[src/rtl/gptc_pkg.sv]
`default_nettype none

package gptc_pkg;

	// Sequencer states
	typedef enum logic [3:0] {
		ST_IDLE   = 4'b0001,
		ST_EVAL   = 4'b0010,
		ST_DIVIDE = 4'b0100,
		ST_LOAD   = 4'b1000
	} state_t;

	// Field widths
	localparam int unsigned SAMPLE_W    = 12;
	localparam int unsigned THR_W       = 12;
	localparam int unsigned WIN_W       = 24;
	localparam int unsigned PHASE_W     = 2;
	localparam int unsigned TERRAIN_W   = 3;
	localparam int unsigned PCT_W       = 7;
	localparam int unsigned CFG_W       = 24;
	localparam int unsigned CFG_ADDR_W  = 1;
	localparam int unsigned IN_TDATA_W  = 96;
	localparam int unsigned OUT_TDATA_W = 64;
	localparam int unsigned OUT_USED_W  = 58;

	// Gait phase codes
	localparam logic [PHASE_W-1:0] PH_STANCE      = 2'd0;
	localparam logic [PHASE_W-1:0] PH_HEEL_OFF    = 2'd1;
	localparam logic [PHASE_W-1:0] PH_SWING       = 2'd2;
	localparam logic [PHASE_W-1:0] PH_HEEL_STRIKE = 2'd3;

	// Terrain codes
	localparam logic [TERRAIN_W-1:0] TR_DESCENDING  = 3'd0;
	localparam logic [TERRAIN_W-1:0] TR_ASCENDING   = 3'd1;
	localparam logic [TERRAIN_W-1:0] TR_LEVEL       = 3'd2;
	localparam logic [TERRAIN_W-1:0] TR_UNDECIDED   = 3'd3;
	localparam logic [TERRAIN_W-1:0] TR_OUT_OF_BAND = 3'd4;

	// Register indexes
	localparam logic [CFG_ADDR_W-1:0] REG_THRESHOLD  = 1'b0;
	localparam logic [CFG_ADDR_W-1:0] REG_MIN_WINDOW = 1'b1;

	// Reset values and decision limits
	localparam logic [THR_W-1:0] THRESHOLD_RESET  = 12'd3900;
	localparam logic [WIN_W-1:0] MIN_WINDOW_RESET = 24'd1023;
	localparam logic [PCT_W-1:0] PCT_FULL         = 7'd100;
	localparam logic [PCT_W-1:0] SWING_LOW        = 7'd30;
	localparam logic [PCT_W-1:0] SWING_HIGH       = 7'd60;
	localparam logic [PCT_W-1:0] HEEL_OFF_MIN     = 7'd15;
	localparam logic [PCT_W-1:0] STRIKE_MAX       = 7'd10;
	localparam logic [PCT_W-1:0] STRIKE_NONE      = 7'd1;
	localparam logic [PCT_W:0]   STANCE_MARGIN    = 8'd30;

	// Last divider step index per percentage (quotient never exceeds 100)
	localparam logic [2:0] LAST_STEP = 3'd6;

endpackage

`default_nettype wire

[src/rtl/gait_phase_terrain_classifier.sv]
`default_nettype none
// An accepted frame goes through EVAL, then DIVIDE when it closes a window, then LOAD.
// A new frame is taken only in IDLE, once the last result is in the output register; the
//   shared 7-step restoring divider forms the four percentages one after another.
// Output stalls add cycles only once a finished result cannot enter the output register.
// Reset (arst_n low, asynchronous): counters and the non-swing flag clear, registers return
//   to threshold 3900 and minimum window 1023, the output register empties.
module gait_phase_terrain_classifier
	import gptc_pkg::*;
#(
	parameter int unsigned COUNT_WIDTH = 24
) (
	input  wire                          clk,
	input  wire                          arst_n,
	// configuration write port
	input  wire                          cfg_we,
	input  wire  [CFG_ADDR_W-1:0]        cfg_addr,
	input  wire  [CFG_W-1:0]             cfg_wdata,
	// frame input
	input  wire                          s_tvalid,
	output logic                         s_tready,
	// s_tdata from bit 0: front_a, front_b, front_c, middle_a, middle_b,
	// back_a, back_b, back_c (12 bits each)
	input  wire  [IN_TDATA_W-1:0]        s_tdata,
	// result output
	output logic                         m_tvalid,
	input  wire                          m_tready,
	// m_tdata from bit 0: phase(2), decision_valid(1), terrain(3), swing_pct(7),
	// stance_pct(7), heel_off_pct(7), heel_strike_pct(7), window_count(24), zero pad(6)
	output logic [OUT_TDATA_W-1:0]       m_tdata
);

	localparam int unsigned TOT_W  = COUNT_WIDTH + 2;   // sum of four counters
	localparam int unsigned REM_W  = COUNT_WIDTH + 7;   // part * 100
	localparam int unsigned DVS_W  = COUNT_WIDTH + 8;   // total << 6
	localparam int unsigned WIDE_W = (TOT_W > WIN_W) ? TOT_W : WIN_W;

	// Configuration registers
	logic [THR_W-1:0] threshold_q;
	logic [WIN_W-1:0] min_window_q;

	// Phase counters and window flag
	logic [COUNT_WIDTH-1:0] stance_q, heel_off_q, swing_q, heel_strike_q;
	logic                   non_swing_q;

	// Sequencer and divider
	state_t             state_q;
	logic [PHASE_W-1:0] phase_q;
	logic               dec_q;
	logic [TOT_W-1:0]   total_q;
	logic [REM_W-1:0]   rem_q;
	logic [DVS_W-1:0]   dvs_q;
	logic [PCT_W-1:0]   quo_q;
	logic [2:0]         step_q;
	logic [1:0]         idx_q;
	logic [PCT_W-1:0]   pct_q [4];

	// Phase classification of the incoming frame
	logic [SAMPLE_W+1:0] front_sum, back_sum, thr3;
	logic [SAMPLE_W:0]   middle_sum;
	logic                fh, mh, bh;
	logic [PHASE_W-1:0]  phase_d;
	logic                accept;

	assign s_tready = (state_q == ST_IDLE);
	assign accept   = s_tvalid && s_tready;

	always_comb begin
		front_sum  = (SAMPLE_W+2)'(s_tdata[11:0]) + (SAMPLE_W+2)'(s_tdata[23:12])
			+ (SAMPLE_W+2)'(s_tdata[35:24]);
		middle_sum = (SAMPLE_W+1)'(s_tdata[47:36]) + (SAMPLE_W+1)'(s_tdata[59:48]);
		back_sum   = (SAMPLE_W+2)'(s_tdata[71:60]) + (SAMPLE_W+2)'(s_tdata[83:72])
			+ (SAMPLE_W+2)'(s_tdata[95:84]);
		// floor(sum / 3) > t  is the same as  sum >= 3t + 3
		thr3 = {1'b0, threshold_q, 1'b0} + (SAMPLE_W+2)'(threshold_q) + (SAMPLE_W+2)'(3);
		fh   = (front_sum >= thr3);
		mh   = (middle_sum[SAMPLE_W:1] > threshold_q);
		bh   = (back_sum >= thr3);
		if (fh && mh && bh) begin
			phase_d = PH_SWING;
		end else if (fh && mh && !bh) begin
			phase_d = PH_HEEL_STRIKE;
		end else if ((!mh && !bh) || (!fh && mh && !bh)) begin
			phase_d = PH_STANCE;
		end else begin
			phase_d = PH_HEEL_OFF;
		end
	end

	// Window total and decision
	logic [TOT_W-1:0]  total_d;
	logic [WIDE_W-1:0] total_w;
	logic              dec_d;

	assign total_d = TOT_W'(stance_q) + TOT_W'(heel_off_q) + TOT_W'(swing_q)
		+ TOT_W'(heel_strike_q);
	assign total_w = WIDE_W'(total_q);
	assign dec_d   = (phase_q == PH_SWING) && non_swing_q
		&& (WIDE_W'(total_d) > WIDE_W'(min_window_q));

	// Counter feeding the divider: stance first, then by phase code
	logic [1:0]             sel_idx;
	logic [COUNT_WIDTH-1:0] cnt_sel;
	logic [REM_W-1:0]       cnt_x100;

	always_comb begin
		sel_idx = (state_q == ST_EVAL) ? 2'd0 : idx_q + 2'd1;
		case (sel_idx)
			PH_STANCE:      cnt_sel = stance_q;
			PH_HEEL_OFF:    cnt_sel = heel_off_q;
			PH_SWING:       cnt_sel = swing_q;
			PH_HEEL_STRIKE: cnt_sel = heel_strike_q;
			default:        cnt_sel = stance_q;
		endcase
		cnt_x100 = (REM_W'(cnt_sel) << 6) + (REM_W'(cnt_sel) << 5) + (REM_W'(cnt_sel) << 2);
	end

	// One restoring divider step
	logic             div_ge;
	logic [REM_W-1:0] rem_nxt;
	logic [PCT_W-1:0] quo_nxt;

	assign div_ge  = ({1'b0, rem_q} >= dvs_q);
	assign rem_nxt = div_ge ? rem_q - dvs_q[REM_W-1:0] : rem_q;
	assign quo_nxt = {quo_q[PCT_W-2:0], div_ge};

	// Terrain from the stored percentages
	logic [PCT_W-1:0]     sw, st, ho, hs;
	logic [TERRAIN_W-1:0] terrain;
	logic [WIN_W-1:0]     window_count;
	logic [OUT_TDATA_W-1:0] result;

	always_comb begin
		st = pct_q[PH_STANCE];
		ho = pct_q[PH_HEEL_OFF];
		sw = pct_q[PH_SWING];
		hs = pct_q[PH_HEEL_STRIKE];
		if (sw > SWING_LOW && sw < SWING_HIGH) begin
			if (hs < STRIKE_NONE && ho > HEEL_OFF_MIN) begin
				terrain = TR_DESCENDING;
			end else if (hs < STRIKE_MAX) begin
				// stance ahead of heel-off by more than the margin
				terrain = ({1'b0, st} > {1'b0, ho} + STANCE_MARGIN) ? TR_ASCENDING : TR_LEVEL;
			end else begin
				terrain = TR_UNDECIDED;
			end
		end else begin
			terrain = TR_OUT_OF_BAND;
		end
		window_count = (total_w > WIDE_W'({WIN_W{1'b1}})) ? {WIN_W{1'b1}}
			: total_w[WIN_W-1:0];
		if (dec_q) begin
			result = {{(OUT_TDATA_W-OUT_USED_W){1'b0}}, window_count, hs, ho, st, sw,
				terrain, 1'b1, phase_q};
		end else begin
			result = {{(OUT_TDATA_W-PHASE_W){1'b0}}, phase_q};
		end
	end

	logic out_free;
	assign out_free = !m_tvalid || m_tready;

	// Control registers
	always_ff @(posedge clk or negedge arst_n) begin
		if (!arst_n) begin
			threshold_q   <= THRESHOLD_RESET;
			min_window_q  <= MIN_WINDOW_RESET;
			stance_q      <= '0;
			heel_off_q    <= '0;
			swing_q       <= '0;
			heel_strike_q <= '0;
			non_swing_q   <= 1'b0;
			state_q       <= ST_IDLE;
			m_tvalid      <= 1'b0;
			step_q        <= '0;
			idx_q         <= '0;
		end else begin
			if (cfg_we) begin
				case (cfg_addr)
					REG_THRESHOLD:  threshold_q  <= cfg_wdata[THR_W-1:0];
					REG_MIN_WINDOW: min_window_q <= cfg_wdata[WIN_W-1:0];
					default: ;
				endcase
			end
			// raise on a loaded result, drop once the beat is taken
			if (state_q == ST_LOAD && out_free) begin
				m_tvalid <= 1'b1;
			end else if (m_tready) begin
				m_tvalid <= 1'b0;
			end
			case (state_q)
				ST_IDLE: begin
					if (accept) begin
						// count the frame, saturating
						case (phase_d)
							PH_STANCE:
								if (stance_q != '1) stance_q <= stance_q + 1'b1;
							PH_HEEL_OFF:
								if (heel_off_q != '1) heel_off_q <= heel_off_q + 1'b1;
							PH_SWING:
								if (swing_q != '1) swing_q <= swing_q + 1'b1;
							PH_HEEL_STRIKE:
								if (heel_strike_q != '1) heel_strike_q <= heel_strike_q + 1'b1;
							default: ;
						endcase
						if (phase_d != PH_SWING) begin
							non_swing_q <= 1'b1;
						end
						state_q <= ST_EVAL;
					end
				end
				ST_EVAL: begin
					step_q  <= '0;
					idx_q   <= '0;
					state_q <= dec_d ? ST_DIVIDE : ST_LOAD;
				end
				ST_DIVIDE: begin
					if (step_q == LAST_STEP) begin
						step_q <= '0;
						idx_q  <= idx_q + 2'd1;
						if (idx_q == PH_HEEL_STRIKE) begin
							state_q <= ST_LOAD;
						end
					end else begin
						step_q <= step_q + 3'd1;
					end
				end
				ST_LOAD: begin
					// hold until the output register can take the result
					if (out_free) begin
						if (dec_q) begin
							stance_q      <= '0;
							heel_off_q    <= '0;
							swing_q       <= '0;
							heel_strike_q <= '0;
							non_swing_q   <= 1'b0;
						end
						state_q <= ST_IDLE;
					end
				end
				default: state_q <= ST_IDLE;
			endcase
		end
	end

	// Datapath registers
	always_ff @(posedge clk) begin
		case (state_q)
			ST_IDLE: begin
				if (accept) begin
					phase_q <= phase_d;
				end
			end
			ST_EVAL: begin
				dec_q   <= dec_d;
				total_q <= total_d;
				rem_q   <= cnt_x100;
				dvs_q   <= DVS_W'(total_d) << 6;
				quo_q   <= '0;
			end
			ST_DIVIDE: begin
				if (step_q == LAST_STEP) begin
					pct_q[idx_q] <= quo_nxt;
					// load the next counter
					rem_q <= cnt_x100;
					dvs_q <= DVS_W'(total_q) << 6;
					quo_q <= '0;
				end else begin
					rem_q <= rem_nxt;
					dvs_q <= dvs_q >> 1;
					quo_q <= quo_nxt;
				end
			end
			ST_LOAD: begin
				if (out_free) begin
					m_tdata <= result;
				end
			end
			default: ;
		endcase
	end

`ifndef SYNTHESIS
	// Partial remainder stays below twice the shifted divisor
	a_div_bound: assert property (@(posedge clk) disable iff (!arst_n)
		(state_q == ST_DIVIDE) |-> ({2'b00, rem_q} < {dvs_q, 1'b0}))
		else $error("divider remainder out of bound");

	// A percentage never exceeds one hundred when the output is loaded
	a_pct_range: assert property (@(posedge clk) disable iff (!arst_n)
		(state_q == ST_LOAD && dec_q) |-> (sw <= PCT_FULL && st <= PCT_FULL
			&& ho <= PCT_FULL && hs <= PCT_FULL))
		else $error("percentage above 100");

	// A decision closes only on a swing frame over a window that exceeds the minimum
	a_dec_swing: assert property (@(posedge clk) disable iff (!arst_n)
		(state_q == ST_EVAL && dec_d) |-> (phase_q == PH_SWING && total_d != '0))
		else $error("decision on a non-swing frame or empty window");

	// Without a decision only the phase is nonzero
	a_no_dec_zero: assert property (@(posedge clk) disable iff (!arst_n)
		(m_tvalid && !m_tdata[PHASE_W]) |-> (m_tdata[OUT_TDATA_W-1:PHASE_W+1] == '0))
		else $error("result fields set without a decision");

	// Counters clear after a window is delivered
	a_clear: assert property (@(posedge clk) disable iff (!arst_n)
		(state_q == ST_LOAD && out_free && dec_q) |=> (total_d == '0 && !non_swing_q))
		else $error("counters not cleared after a window");
`endif

endmodule

`default_nettype wire

[config.mk]
export PLATFORM = sky130hd
export DESIGN_NAME = gait_phase_terrain_classifier
export DESIGN_NICKNAME = d
export VERILOG_FILES = /design/src/rtl/gptc_pkg.sv /design/src/rtl/gait_phase_terrain_classifier.sv
export SDC_FILE = /design/constraint.sdc
export NUM_CORES = 1
export LEC_CHECK = 0
export BUFFER_PORTS_ARGS = -buffer_cell sky130_fd_sc_hd__buf_2
export CAP_MARGIN = 20
export CORE_ASPECT_RATIO = 0.5
export CORE_MARGIN = 4
export CORE_UTILIZATION = 24
export DETAILED_ROUTE_END_ITERATION = 8
export PLACE_DENSITY = 0.43
export RECOVER_POWER = 25
export SLEW_MARGIN = 20
export SYNTH_ARGS = -nofsm -noshare
export SYNTH_HDL_FRONTEND = slang
export SYNTH_SLANG_ARGS = --single-unit
[constraint.sdc]
create_clock -name clk -period 5.9 [get_ports clk]
set_input_delay 1.475 -clock clk [delete_from_list [all_inputs] [get_ports clk]]
set_output_delay 1.475 -clock clk [all_outputs]
set_load 0.05 [all_outputs]
### Yosys cells after proc, flatten, opt, wreduce, memory -nomap -nowiden

Memories as Yosys holds them, arrays and structs flattened.
Cells that the tools add are included.

| cells by class | value |
|---|---|
| add/sub/neg operators | 20 |
| order comparisons | 12 |
| reductions and logical operators | 36 |
| equal/unequal tests | 33 |
| bitwise operators | 3 |
| muxes and demuxes | 56 |

Operators by type and width:

| cell | count |
|---|---|
| two-way mux 24 bit | 15 |
| one-hot mux 24 bit (2 select lines) | 4 |
| adder 24 x 1 -> 24 bit, second input constant | 4 |
| inequality test 24 bit, second input constant | 4 |
| one-hot mux 24 bit (4 select lines) | 1 |
| one-hot mux 32 bit (2 select lines) | 1 |
| two-way mux 31 bit | 2 |
| one-hot mux 31 bit (2 select lines) | 1 |
| adder 13 x 12 -> 14 bit | 3 |
| adder 12 x 12 -> 13 bit | 3 |
| greater-or-equal comparator 31 x 32 -> 1 bit | 1 |
| two-way mux 32 bit | 1 |
| adder 30 x 29 -> 31 bit | 1 |
| adder 31 x 26 -> 31 bit | 1 |
| subtractor 31 bit | 1 |
| greater-or-equal comparator 14 bit | 2 |
| adder 25 x 24 -> 26 bit | 1 |
| adder 26 x 24 -> 26 bit | 1 |
| > comparator 26 x 24 -> 1 bit | 1 |
| > comparator 26 x 24 -> 1 bit, second input constant | 1 |
| adder 24 x 24 -> 25 bit | 1 |
| AND reduction 6 bit | 4 |
| two-way mux 4 bit | 5 |
| inequality test 2 x 1 -> 1 bit, second input constant | 10 |
| other kinds (39) | 91 |

| storage, ports and cells | value |
|---|---|
| flip-flop bits (word level) | 305 |
| output and inout bits | 66 |
| logic and storage cells | 181 |
| memories kept | 1 |
| RAM bits | 28 |
| bits of input ports | 126 |

Memories:

| name | depth | width | rd ports | clocked after memory_dff | wr ports | line | text |
|---|---|---|---|---|---|---|---|
| pct_q | 4 | 7 | 4 | 0 | 1 | gait_phase_terrain_classifier.sv:56 | `logic [PCT_W-1:0] pct_q [4];` |

### Depth between registers and ports, before layout

| depth | value |
|---|---|
| word-level depth | 14 |
| depth in mapped cells | 27 |

### Worst setup path before layout

No wires, ideal clock.

| path | value |
|---|---|
| path type | input-to-reg |
| start point | input port s_tdata[2] |
| end point | register heel_off_q[12] |
| buffers on the path | 1 |
| library setup time | 0.078 ns |
| path slack | -0.316 ns |
| data arrival time | 6.138 ns |
| data required time | 5.822 ns |
| stages | 22 |
| cells stage by stage | fa_1 -> ha_1 -> a21o_1 -> a21oi_1 -> o21bai_1 -> a21oi_1 -> nor2b_1 -> o21a_1 -> o21ai_0 -> a21oi_1 -> o41a_1 -> xor2_1 -> ha_1 -> a21o_1 -> a211o_1 -> nor3_1 -> o21ai_1 -> a21o_1 -> o31a_1 -> buf_6 -> or4_1 -> a21oi_1 |

| on the way | value |
|---|---|
| word-level cells in the longest chain between the ends | 13 |
| elaborated cells on any way between the ends | 16 |

Ends and longest elaborated chain:

| item | line | text |
|---|---|---|
| start: declaration | gait_phase_terrain_classifier.sv:24 | `input wire [IN_TDATA_W-1:0] s_tdata,` |
| adder 12 x 12 -> 13 bit * | gait_phase_terrain_classifier.sv:69 | `front_sum = (SAMPLE_W+2)'(s_tdata[11:0]) + (SAMPLE_W+2)'(s_tdata[23:12])` |
| adder 13 x 12 -> 14 bit * | gait_phase_terrain_classifier.sv:70 | `+ (SAMPLE_W+2)'(s_tdata[35:24]);` |
| greater-or-equal comparator 14 bit * | gait_phase_terrain_classifier.sv:76 | `fh = (front_sum >= thr3);` |
| logical NOT 1 bit | gait_phase_terrain_classifier.sv:83 | `end else if ((!mh && !bh) \|\| (!fh && mh && !bh)) begin` |
| logical AND 1 bit (2 in a row) | gait_phase_terrain_classifier.sv:83 |  |
| logical OR 1 bit | gait_phase_terrain_classifier.sv:83 |  |
| two-way mux 1 bit | gait_phase_terrain_classifier.sv:83 |  |
| two-way mux 2 bit | gait_phase_terrain_classifier.sv:81 | `end else if (fh && mh && !bh) begin` |
| two-way mux 2 bit * | gait_phase_terrain_classifier.sv:79 | `if (fh && mh && bh) begin` |
| == test 2 x 1 -> 1 bit * | gait_phase_terrain_classifier.sv:195 | `case (phase_d)` |
| inequality test 2 x 1 -> 1 bit (no line) * | n/a |  |
| AND reduction 6 bit (no line) * | n/a |  |
| end signal: assignment | gait_phase_terrain_classifier.sv:199 | `if (heel_off_q != '1) heel_off_q <= heel_off_q + 1'b1;` |
| end: declaration | gait_phase_terrain_classifier.sv:43 | `logic [COUNT_WIDTH-1:0] stance_q, heel_off_q, swing_q, heel_strike_q;` |

Every way passes the cells marked *; elsewhere a longest branch is shown, timed or not.
A chain may end at the register's enable or synchronous reset.

### Worst setup path after layout

| path | value |
|---|---|
| start point | input port s_tdata[26] |
| end point | register heel_off_q[12] |

| on the way | value |
|---|---|
| word-level cells in the longest chain between the ends | 12 |
| elaborated cells on any way between the ends | 15 |

Ends and longest elaborated chain:

| item | line |
|---|---|
| adder 13 x 12 -> 14 bit * | gait_phase_terrain_classifier.sv:70 |
| greater-or-equal comparator 14 bit * | gait_phase_terrain_classifier.sv:76 |
| logical NOT 1 bit | gait_phase_terrain_classifier.sv:83 |
| logical AND 1 bit (2 in a row) | gait_phase_terrain_classifier.sv:83 |
| logical OR 1 bit | gait_phase_terrain_classifier.sv:83 |
| two-way mux 1 bit | gait_phase_terrain_classifier.sv:83 |
| two-way mux 2 bit | gait_phase_terrain_classifier.sv:81 |
| two-way mux 2 bit * | gait_phase_terrain_classifier.sv:79 |
| == test 2 x 1 -> 1 bit * | gait_phase_terrain_classifier.sv:195 |
| inequality test 2 x 1 -> 1 bit (no line) * | n/a |
| AND reduction 6 bit (no line) * | n/a |

Marks and branches as above.

==> run summary <==
result of the run -> finished with violations
failing checks -> capacitance limit, slew limit
slowest stage delay, CP -> 0.56 ns
Post-Synthesis Cells -> 2511
worst-case reg-to-reg path depth -> 23
total congestion overflow after global routing -> 0
pin count of the biggest net entering global routing -> 65
arrival time of data at the critical path endpoint -> 6.31 ns
total number of H-tree levels -> 2
number of enable-type register cells in the synthesized netlist -> 184
Least-Margin Pin Slew -> 3.988 ns
crit path setup slack, layout -> 0.09546 ns
highest net fanout along the worst path -> 23
Netlist Area Pre-Place -> 24410 um2
total DRC errors in the routed layout -> 0
post-route ant nets -> 0
dominant synthesized flop cell -> sky130_fd_sc_hd__edfxtp_1
static leakage power -> 12.43 nW
clock tree skew after final layout -> 0.02214 ns
min-delay src -> min_window_q[14]
starting DRC count in detailed routing -> 1183
CP cell instances -> buf_6 > fa_1 > ha_1 > a21o_1 > a21oi_2 > o21bai_1 > a21oi_2 > nor2b_1 > o21a_1 > o21ai_2 > a21oi_2 > o41a_1 > xor2_1 > ha_1 > a21o_1 > a211o_1 > a21oi_2 > nor3_2 > o31a_1 > a21o_1 > o31a_1 > buf_12 > or4_4 > a21oi_2
endpoint of the worst register-to-register path -> heel_off_q[12]
antenna fix cells -> 0
worst hold path endpoint -> min_window_q[14]
type of the worst min-delay path -> flip-flop to flip-flop
syn avg cell area -> 9.723 um2
synth warn -> 0
die height -> 233.5 um
FF+latch count, synth -> 327
Hold WS -> 0.5022 ns
multiplexer fraction of the synthesized cell area -> 1.701%
Worst-path clk slew -> 0.06 ns
post-synthesis sequential area ratio -> 37.39%
area share of the leading cell type in the synthesized netlist -> 22.63%
I/O pins -> 192
initial antenna violation count -> 4
final setup violation count -> 0
unrepaired setup endpoints after global routing -> yes
Detailed Route WL -> 74.24 mm
clock tree from TritonCTS -> done
final cycle utilization of the critical path -> 98.38%
cell depth of the worst hold path -> 1
buffer levels on the longest clock path -> 3
compound-gate portion of the synthesized area -> 16.71%
clock tree root driver cell -> sky130_fd_sc_hd__clkbuf_16
relative area change from synthesis to final layout -> 19.57%
core region area -> 100500 um2
R2R setup slack -> 0.25 ns
final hold violation count -> 0
cell types occupying the most area after synthesis -> sky130_fd_sc_hd__edfxtp_1 (23%), sky130_fd_sc_hd__dfrtp_1 (13%), sky130_fd_sc_hd__ha_1 (11%)
wire length of the first global-routing pass -> 114.2 mm
max cap viols -> 2
arithmetic-cell share of the synthesized area counting full adders, half adders and majority gates -> 19.33%
Critical Setup Path Class -> primary input to flip-flop
tightest slew margin relative to the limit -> -165.8%
GR Util All Layers -> 13.52%
Multi-input gate area -> 14250 um2
max-slew violations -> 96
critical path depth in cells -> 24
row count -> 82
floorplan die area -> 107200 um2
sort of element at the start of the critical path -> primary input
PD cells -> 360.0 nW/um2
latest clock arrival within the worst-skew pair -> 0.58 ns
via total after detailed routing -> 19510
Clock Sink Count -> 327
startpoint of the worst-slack reg-to-reg timing path -> threshold_q[2]
final standard cell area without fillers -> 29190 um2
post-detailed-placement cell area -> 27720 um2
hold-fix buffers at CTS -> 0
combinational family with the most area after synthesis -> adder cells
non-filler instance count after layout -> 4165
post-synthesis simple-gate area fraction -> 15.00%
fraction of final layout cells with drive strength greater than 1 -> 17.87%
weighted congestion at the end of routability-driven global placement -> 0.8826
minimum period implied by the final worst setup slack -> 5.805 ns
synth unique cells -> 92
Sequential cell area -> 9129 um2
half-perimeter wire length after placement -> 58.43 mm
IR drop worst, VDD -> 0.3345 mV
number of buffers added by the clock tree synthesis step -> 39
family with the most delay on the worst path -> compound AO/OA/AOI/OAI gates
xor and xnor fraction of the mapped netlist area -> 4.592%
vias in the first global route -> 19500
required arrival time at the worst endpoint -> 6.40 ns
fill cell total of the finished layout -> 10690
number of buffer and inverter stages on the critical path -> 2
kind of end point of the critical path -> flip-flop
post-synthesis async set-or-reset flop share -> 43.73%
cell with the biggest individual delay on the critical path -> sky130_fd_sc_hd__fa_1
Worst path most repeated cell -> sky130_fd_sc_hd__a21oi_2
horizontal extent of the die -> 459.1 um
average wire length per cell after detail routing -> 17.83 um
overall power after layout -> 10.51 mW
Place WS -> -0.6369 ns
DR pass1 iterations -> 5
library cell with the largest summed area after synthesis -> sky130_fd_sc_hd__edfxtp_1
detailed-route vias per instance -> 4.683
Starting Density -> 24.28%
# placed instances -> 4089
final layout net count -> 3237
Buffers on Ports -> 185
Highest Clock Rate -> 172.3 MHz
-- timing repair --
action,in CTS,in global routing
resized for setup,1,45
pin swaps,0,26
cloned,0,2
setup endpoints to repair,7,91
buffers inserted,0,4
-- metrics by stage --
stage | setup TNS [ns] | utilization (%)
floorplan | -3.730 | -
global placement | -38.25 | 27.57
detailed placement | -39.47 | 27.57
CTS | 0 | 28.82
global route | -1.732 | 29.03
finish | 0 | 29.03
-- how the worst max path moves through the flow --
stage	startpoint	slack, ns	to
after floorplan	s_tdata[26]	-0.22	heel_off_q[12]
after global placement	s_tdata[26]	-0.67	stance_q[22]
after detailed placement	s_tdata[26]	-0.64	stance_q[22]
after CTS	s_tdata[26]	0.005	stance_q[22]
after global routing	s_tdata[26]	-0.15	heel_off_q[8]
final	s_tdata[26]	0.1	heel_off_q[12]
-- synthesized netlist by cell type (all sizes together), types with 59 or more instances --
| cell | number |
|---|---|
| inv | 243 |
| ha | 222 |
| a21oi | 190 |
| edfxtp | 184 |
| nand2 | 180 |
| nor2 | 174 |
| o21ai | 135 |
| dfrtp | 124 |
| fa | 97 |
| xnor2 | 90 |
| clkbuf | 64 |
| o21a | 62 |
| or3 | 59 |
-- routing by layer --
| metal | routed length [um] | up-vias | global-route usage [%] |
|---|---|---|---|
| met5 | 0 | - | 0 |
| met4 | 1569 | 0 | 3.157 |
| met3 | 2981 | 77 | 1.578 |
| met2 | 33810 | 355 | 22.27 |
| met1 | 35890 | 9544 | 18.97 |
| li1 | - | 9530 | - |
-- layout by cell type, fill, tap and decap left out, types with 90 or more instances in the layout --
| cell | n |
|---|---|
| sky130_fd_sc_hd__fa_1 | 96 |
| sky130_fd_sc_hd__nand2_1 | 179 |
| sky130_fd_sc_hd__nor2_1 | 171 |
| sky130_fd_sc_hd__ha_1 | 220 |
| sky130_fd_sc_hd__edfxtp_1 | 184 |
| sky130_fd_sc_hd__inv_1 | 242 |
| sky130_fd_sc_hd__buf_4 | 125 |
| sky130_fd_sc_hd__xnor2_1 | 90 |
| sky130_fd_sc_hd__buf_2 | 183 |
| sky130_fd_sc_hd__a21oi_1 | 170 |
| sky130_fd_sc_hd__o21ai_0 | 119 |
| sky130_fd_sc_hd__dfrtp_1 | 123 |
-- state kept, by name (all words and copies together) (netlist names) --
name           count
m_tvalid           1
idx_q              2
stance_q          24
heel_strike_q     24
state_q            4
non_swing_q        1
min_window_q      24
heel_off_q        24
pct_q             28
step_q             3
quo_q              6
rem_q             31
threshold_q       12
dvs_q             32
total_q           26
dec_q              1
m_tdata           58
swing_q           24
phase_q            2
-- kinds of logic (layout without fill, tap and decap cells) --
family | after synthesis | after routing
AND/OR/NAND/NOR | 726 | 726
AO/OA/AOI/OAI | 643 | 645
buffers and inverters | 329 | 632
flip-flops | 327 | 327
adder cells (fa/ha/maj) | 319 | 319
XOR/XNOR | 128 | 128
multiplexers | 38 | 38
other | 1 | 6
-- where the power goes --
part,total [mW],switching [mW],internal [mW],leakage [nW]
logic,5.00,3.00,2.01,8.26
clock network,2.41,1.03,1.38,0.601
registers,3.10,0.205,2.89,3.56
-- final cells by class --
type	instances	area share, %
clock buffers	55	3.690
multi-input cells	1862	48.81
inverters	244	3.137
repair buffers	318	6.750
flip-flops and latches	327	31.27
clock inverters	15	0.5829
well taps	1344	5.760
Note: power is estimated with default switching activity, not from simulation.
